==> src/design/rif_pkg.sv <==
`timescale 1ns / 1ps
`default_nettype none
// Shared types and constants for the recursive iir filter unit.
// No dependencies; every other file of the block imports this package.

package rif_pkg;

  // default sizes of the block
  localparam int DEF_MAX_TAPS       = 15;
  localparam int DEF_SAMPLE_BITS    = 24;
  localparam int DEF_COEF_FRAC_BITS = 24;

  // fixed field widths
  localparam int COEF_BITS       = 32;
  localparam int COEF_INDEX_BITS = 4;
  localparam int COUNT_BITS      = 4;
  localparam int RUN_BITS        = 8;
  localparam int CFG_INDEX_BITS  = 4;
  localparam int CFG_DATA_BITS   = 32;

  // history words carry this many bits above the sample width
  localparam int HIST_EXTRA_BITS = 16;
  // headroom of the accumulator for up to 64 product terms
  localparam int ACC_GUARD_BITS  = 6;

  // register reset values
  localparam logic [COUNT_BITS-1:0] RST_NUM_COUNT = COUNT_BITS'(1);
  localparam logic [COUNT_BITS-1:0] RST_DEN_COUNT = COUNT_BITS'(1);
  localparam logic [RUN_BITS-1:0]   RST_RUN_LIMIT = RUN_BITS'(50);

  // request kinds
  typedef enum logic [1:0] {
    KIND_LOAD_NUM = 2'd0,
    KIND_LOAD_DEN = 2'd1,
    KIND_SAMPLE   = 2'd2,
    KIND_RESTART  = 2'd3
  } kind_t;

  // configuration register indexes
  typedef enum logic [CFG_INDEX_BITS-1:0] {
    CFG_NUM_COUNT = 4'd0,
    CFG_DEN_COUNT = 4'd1,
    CFG_GAIN      = 4'd2,
    CFG_RUN_LIMIT = 4'd3
  } cfg_reg_t;

  // operand source of one multiply term
  typedef enum logic [1:0] {
    SRC_FF   = 2'd0,
    SRC_FB   = 2'd1,
    SRC_GAIN = 2'd2
  } src_t;

  // sequencer states
  typedef enum logic [3:0] {
    ST_IDLE,
    ST_DECIDE,
    ST_FF,
    ST_FB_LO,
    ST_FB_HI,
    ST_DRAIN,
    ST_HROUND,
    ST_GAIN_LO,
    ST_GAIN_HI,
    ST_GDRAIN,
    ST_PUSH
  } rif_state_t;

  // commands from the controller to the datapath
  typedef struct packed {
    logic take;
    logic set_y;
    logic term_valid;
    src_t term_src;
    logic term_hi;
    logic hround;
    logic push;
  } rif_cmd_t;

  // status from the datapath to the controller
  typedef struct packed {
    logic is_sample;
    logic skip;
    logic out_free;
  } rif_status_t;

endpackage

`default_nettype wire

==> src/design/rif_ctrl.sv <==
`timescale 1ns / 1ps
`default_nettype none
// Sequencer of the recursive iir filter unit: walks the multiply terms of one sample.
// Depends on rif_pkg for the state, command and status types.

module rif_ctrl import rif_pkg::*; #(
  parameter int MAX_TAPS = DEF_MAX_TAPS,
  localparam int TI = $clog2(MAX_TAPS),
  localparam int CNT_BITS = $clog2(MAX_TAPS + 1)
) (
  input  logic                clk,
  input  logic                rst,
  input  logic                item_valid,
  output logic                item_ready,
  input  rif_status_t         status,
  input  logic [CNT_BITS-1:0] num_count,
  input  logic [CNT_BITS-1:0] den_count,
  output rif_cmd_t            cmd,
  output logic [TI-1:0]       term_idx
);

  rif_state_t          state, state_next;
  logic [TI-1:0]       idx, idx_next;
  logic                ff_last, fb_last, has_fb;

  // end of tap lists
  assign ff_last = (CNT_BITS'(idx) == num_count - CNT_BITS'(1));
  assign fb_last = (CNT_BITS'(idx) == den_count - CNT_BITS'(1));
  assign has_fb  = (den_count > CNT_BITS'(1));

  // state and tap index registers
  always_ff @(posedge clk) begin
    if (rst) begin
      state <= ST_IDLE;
      idx   <= '0;
    end else begin
      state <= state_next;
      idx   <= idx_next;
    end
  end

  // next state
  always_comb begin
    state_next = state;
    idx_next   = idx;
    unique case (state)
      ST_IDLE: begin
        if (item_valid && status.is_sample) state_next = ST_DECIDE;
      end
      ST_DECIDE: begin
        if (status.skip) begin
          state_next = ST_GAIN_LO;
        end else if (num_count != '0) begin
          state_next = ST_FF;
          idx_next   = '0;
        end else if (has_fb) begin
          state_next = ST_FB_LO;
          idx_next   = TI'(1);
        end else begin
          state_next = ST_DRAIN;
        end
      end
      ST_FF: begin
        if (ff_last) begin
          if (has_fb) begin
            state_next = ST_FB_LO;
            idx_next   = TI'(1);
          end else begin
            state_next = ST_DRAIN;
          end
        end else begin
          idx_next = idx + TI'(1);
        end
      end
      ST_FB_LO: state_next = ST_FB_HI;
      ST_FB_HI: begin
        if (fb_last) begin
          state_next = ST_DRAIN;
        end else begin
          state_next = ST_FB_LO;
          idx_next   = idx + TI'(1);
        end
      end
      ST_DRAIN:   state_next = ST_HROUND;
      ST_HROUND:  state_next = ST_GAIN_LO;
      ST_GAIN_LO: state_next = ST_GAIN_HI;
      ST_GAIN_HI: state_next = ST_GDRAIN;
      ST_GDRAIN:  state_next = ST_PUSH;
      ST_PUSH: begin
        if (status.out_free) state_next = ST_IDLE;
      end
      default: state_next = ST_IDLE;
    endcase
  end

  // command outputs
  always_comb begin
    cmd        = '0;
    item_ready = (state == ST_IDLE);
    cmd.take   = item_ready && item_valid;
    unique case (state)
      ST_IDLE:   ;
      ST_DECIDE: cmd.set_y = status.skip;
      ST_FF: begin
        cmd.term_valid = 1'b1;
        cmd.term_src   = SRC_FF;
      end
      ST_FB_LO: begin
        cmd.term_valid = 1'b1;
        cmd.term_src   = SRC_FB;
      end
      ST_FB_HI: begin
        cmd.term_valid = 1'b1;
        cmd.term_src   = SRC_FB;
        cmd.term_hi    = 1'b1;
      end
      ST_DRAIN:  ;
      ST_HROUND: cmd.hround = 1'b1;
      ST_GAIN_LO: begin
        cmd.term_valid = 1'b1;
        cmd.term_src   = SRC_GAIN;
      end
      ST_GAIN_HI: begin
        cmd.term_valid = 1'b1;
        cmd.term_src   = SRC_GAIN;
        cmd.term_hi    = 1'b1;
      end
      ST_GDRAIN: ;
      ST_PUSH:   cmd.push = status.out_free;
      default:   ;
    endcase
  end

  assign term_idx = idx;

  // a load or restart request never leaves idle
  a_non_sample_idle: assert property (@(posedge clk) disable iff (rst)
    cmd.take && !status.is_sample |=> state == ST_IDLE)
    else $error("non-sample request left idle");

  // a finished result returns the sequencer to idle
  a_push_idle: assert property (@(posedge clk) disable iff (rst)
    cmd.push |=> item_ready)
    else $error("not idle after result push");

  // no request is taken while products are in flight
  a_term_busy: assert property (@(posedge clk) disable iff (rst)
    cmd.term_valid |=> !item_ready)
    else $error("request taken during multiply terms");

endmodule

`default_nettype wire

==> config.mk <==
export PLATFORM = sky130hd
export DESIGN_NAME = rif_ctrl
export DESIGN_NICKNAME = d
export VERILOG_FILES = /design/src/design/rif_pkg.sv /design/src/design/rif_ctrl.sv
export SDC_FILE = /design/constraint.sdc
export NUM_CORES = 1
export LEC_CHECK = 0
export BUFFER_PORTS_ARGS = -buffer_cell sky130_fd_sc_hd__buf_2
export CAP_MARGIN = 30
export CORE_UTILIZATION = 35
export DETAILED_ROUTE_END_ITERATION = 7
export PLACE_DENSITY_LB_ADDON = 0.15
export SLEW_MARGIN = 10
export SYNTH_ARGS = -nofsm -noshare
export SYNTH_HDL_FRONTEND = slang
export SYNTH_SLANG_ARGS = --single-unit
==> constraint.sdc <==
create_clock -name clk -period 3.3 [get_ports clk]
set_clock_uncertainty 0.05 [all_clocks]
set_input_delay 0.33 -clock clk [delete_from_list [all_inputs] [get_ports clk]]
set_output_delay 0.33 -clock clk [all_outputs]
set_load 0.02 [all_outputs]
==> metrics.yaml <==
run_status:
  run_status: "complete, no violations"
setup_path:
  cp-start-kind: "register"
  crit_chain: "nor4b_2 -> nand4_2 -> and2_1 -> a21oi_1 -> a21o_1"
  slowest_delay_ps: 590
  cp_data_required_time_ps: 3440
  worstPathArrival_ps: 2180
  worstSetupPathType: "reg2reg"
  slowest_stage: "dfxtp_1"
  critPathMaxFanout: 14
  crit_path_end_kind: "register"
route:
  drcViolationCount: 0
  wl_per_cell_um: 12.1
  firstDrtPassIters: 4
  viasPerCell: 5.31
  wirelength_mm: 2.12
  detail-route-antenna-nets: 0
  via_count: 930
  drt-initial-drc-count: 9
layout:
  post-route-util_pct: 44.2
  multi_input_area_um2: 734
  fillers: 275
  nets: 166
  final_cells: 175
  diodes: 0
  drive_above_1_share_pct: 26.2
  ff_latch_area_um2: 160
  syn_to_final_growth_pct: 17.1
synthesis:
  ys.warnings.count: 0
  yosysSeqAreaShare_pct: 16.8
  synth-compound-area-share_pct: 26.4
  synth_nets: 140
  synth-main-ff-cell: "dfxtp_1"
  synth-seq-cells: 8
  synth-xor-area-share_pct: 14.3
  synth-adder-area-share_pct: 6.57
  syn_avg_cell_area_um2: 7.87
  synthSimpleGateAreaFrac_pct: 29.8
  synth_edf_count: 0
  synth_cells: 121
  syn_area_um2: 952
  netlist-cell-type-count: 45
  synth_top_family_by_area: "simple AND/OR/NAND/NOR gates"
  synthMuxAreaShare_pct: 0
  async_flop_share_pct: 0
sta:
  tightest_slew_ps: 554
  slew-limit-headroom_pct: 63.0
  max_freq_mhz: 492
  fin_crit_ps: 2030
  hold_viol: 0
  finalSetupViolCount: 0
  finalSetupTns_ps: 0
  period_share_pct: 61.6
  final_max_slew_viol_count: 0
  rsz0062_at_grt: "false"
power_and_ir_drop:
  leakagePower_nw: 0.509
  p_sw_share_pct: 48.3
  p_switching_mw: 0.286
  power_frac_clock_pct: 12.7
  powerDensity_nw_per_um2: 531
  seq_power_share_pct: 29.9
  vdd_drop_max_uv: 288
  p_comb_share_pct: 57.4
  p_int_mw: 0.306
  power.total_mw: 0.592
clocking:
  cts_tree: "built"
  clkSinkCount: 8
  worstSkewPairLatency_ps: 250
  cts-root-buf: "clkbuf_4"
  postCtsSetupRepairBufs: 0
  path_clk_slew_ps: 60
  cts_buffer_depth: 2
  cts_buffers: 3
  hold_buffers: 0
  htree_levels: 1
  cts_resized: 0
global_routing:
  grt.overflow.total: 0
  grt_pass1_vias: 751
  antenna_found_initial: 0
  grt_max_degree: 18
  grt_pass1_wl_mm: 3.44
  gr-usage-all-layers_pct: 16.4
die:
  initial_core_util_pct: 37.7
  pin_count: 27
  die_area_um2: 2930
  die_h_um: 54.2
  core_area_um2: 2520
  core.rowCount: 18
  die_x_um: 54.2
placement:
  dp.cells: 172
  gp_congestion: 0.827
  dp_hpwl_mm: 1.67
  io_buffer_count: 26
hold_path:
  hold_path_class: "in2reg"
flow_run:
  cap_violations: 0
==> layer usage <==
metal / track usage (%) / part of all wire, %
met1: 23.1 / 48
met2: 25.0 / 47
met3: 4.24 / 5.0
met4: 2.56 / 0
met5: 0 / 0
==> power by group through the flow <==
stage | Combinational, mW | Sequential (mW) | Clock (mW)
5_1_grt | 0.376 | 0.187 | 0.0861
3_5_place_dp | 0.341 | 0.179 | 0
3_3_place_gp | 0.340 | 0.179 | 0
4_1_cts | 0.343 | 0.176 | 0.0771
2_1_floorplan | 0.305 | 0.142 | 0
6_report | 0.340 | 0.177 | 0.0752
==> cell usage in the layout (no fill, tap or decap), drive strengths merged, types with 2 or more instances in the layout <==
master,instances
nor4b,2
or2,4
nand4,2
nor2,12
dfxtp,8
a31oi,3
nor3b,2
a21oi,7
clkbuf,3
nand2,5
nand3,4
nand2b,3
and2,2
nand3b,2
o31ai,2
nor3,7
a21o,2
ha,5
o21ai,6
a2111oi,2
xor2,3
o21a,4
buf,26
o2111ai,2
xnor2,9
inv,8
==> sequential cells by signal, indices dropped and copies added, names as in the netlist <==
name,count
state,4
term_idx,4
==> final timing paths <==
kind,to,cells past startpoint,start,slack (ps)
min reg2reg,term_idx[3],1,term_idx[3],550
max reg2reg,term_idx[2],5,state[2],1270
max,term_idx[2],5,state[2],1270
min,state[0],2,rst,340
==> per-stage QoR <==
step	hold WS, ps	area [um2]	setup slack, ps
after detailed placement	550	1090	1230
after floorplan	349	952	1320
final	345	1110	1270
after CTS	330	1110	1260
after global routing	345	1110	1050
after global placement	541	1090	1250
==> final cells by class <==
type / count / share of cell area (%)
inverters: 8 / 2.69
well taps: 30 / 3.37
multi-input cells: 100 / 65.9
repair buffers: 26 / 11.7
clock buffers: 3 / 2.02
flip-flops and latches: 8 / 14.4
==> cells in the mapped netlist (3+ instances only) <==
cell type | number | share of area [%]
xor2_1 | 3 | 2.8
a31oi_1 | 3 | 2.0
inv_1 | 8 | 3.2
nand2_1 | 5 | 2.0
clkbuf_1 | 3 | 1.2
o21a_1 | 4 | 3.2
ha_1 | 5 | 6.6
nor2_1 | 12 | 4.7
o21ai_0 | 5 | 2.6
nor3_1 | 6 | 3.2
nand3_1 | 4 | 2.1
xnor2_1 | 8 | 7.4
a21oi_1 | 7 | 3.7
nand2b_1 | 3 | 2.0
dfxtp_1 | 8 | 17
==> cells by family (layout without fill, tap and decap cells) <==
| group | Yosys count | count (layout) |
|---|---|---|
| compound gates | 33 | 33 |
| xor+xnor | 13 | 13 |
| fa+ha+maj | 5 | 5 |
| buf+inv | 13 | 37 |
| flops | 8 | 8 |
| simple gates | 49 | 49 |
==> critical path: cells and delay by family (launching register included) <==
family	cells	cell delay, ps
AND/OR/NAND/NOR	3	990
AO/OA/AOI/OAI	2	350
flip-flops	1	590
No activity file was read; power rests on OpenSTA's default activity.
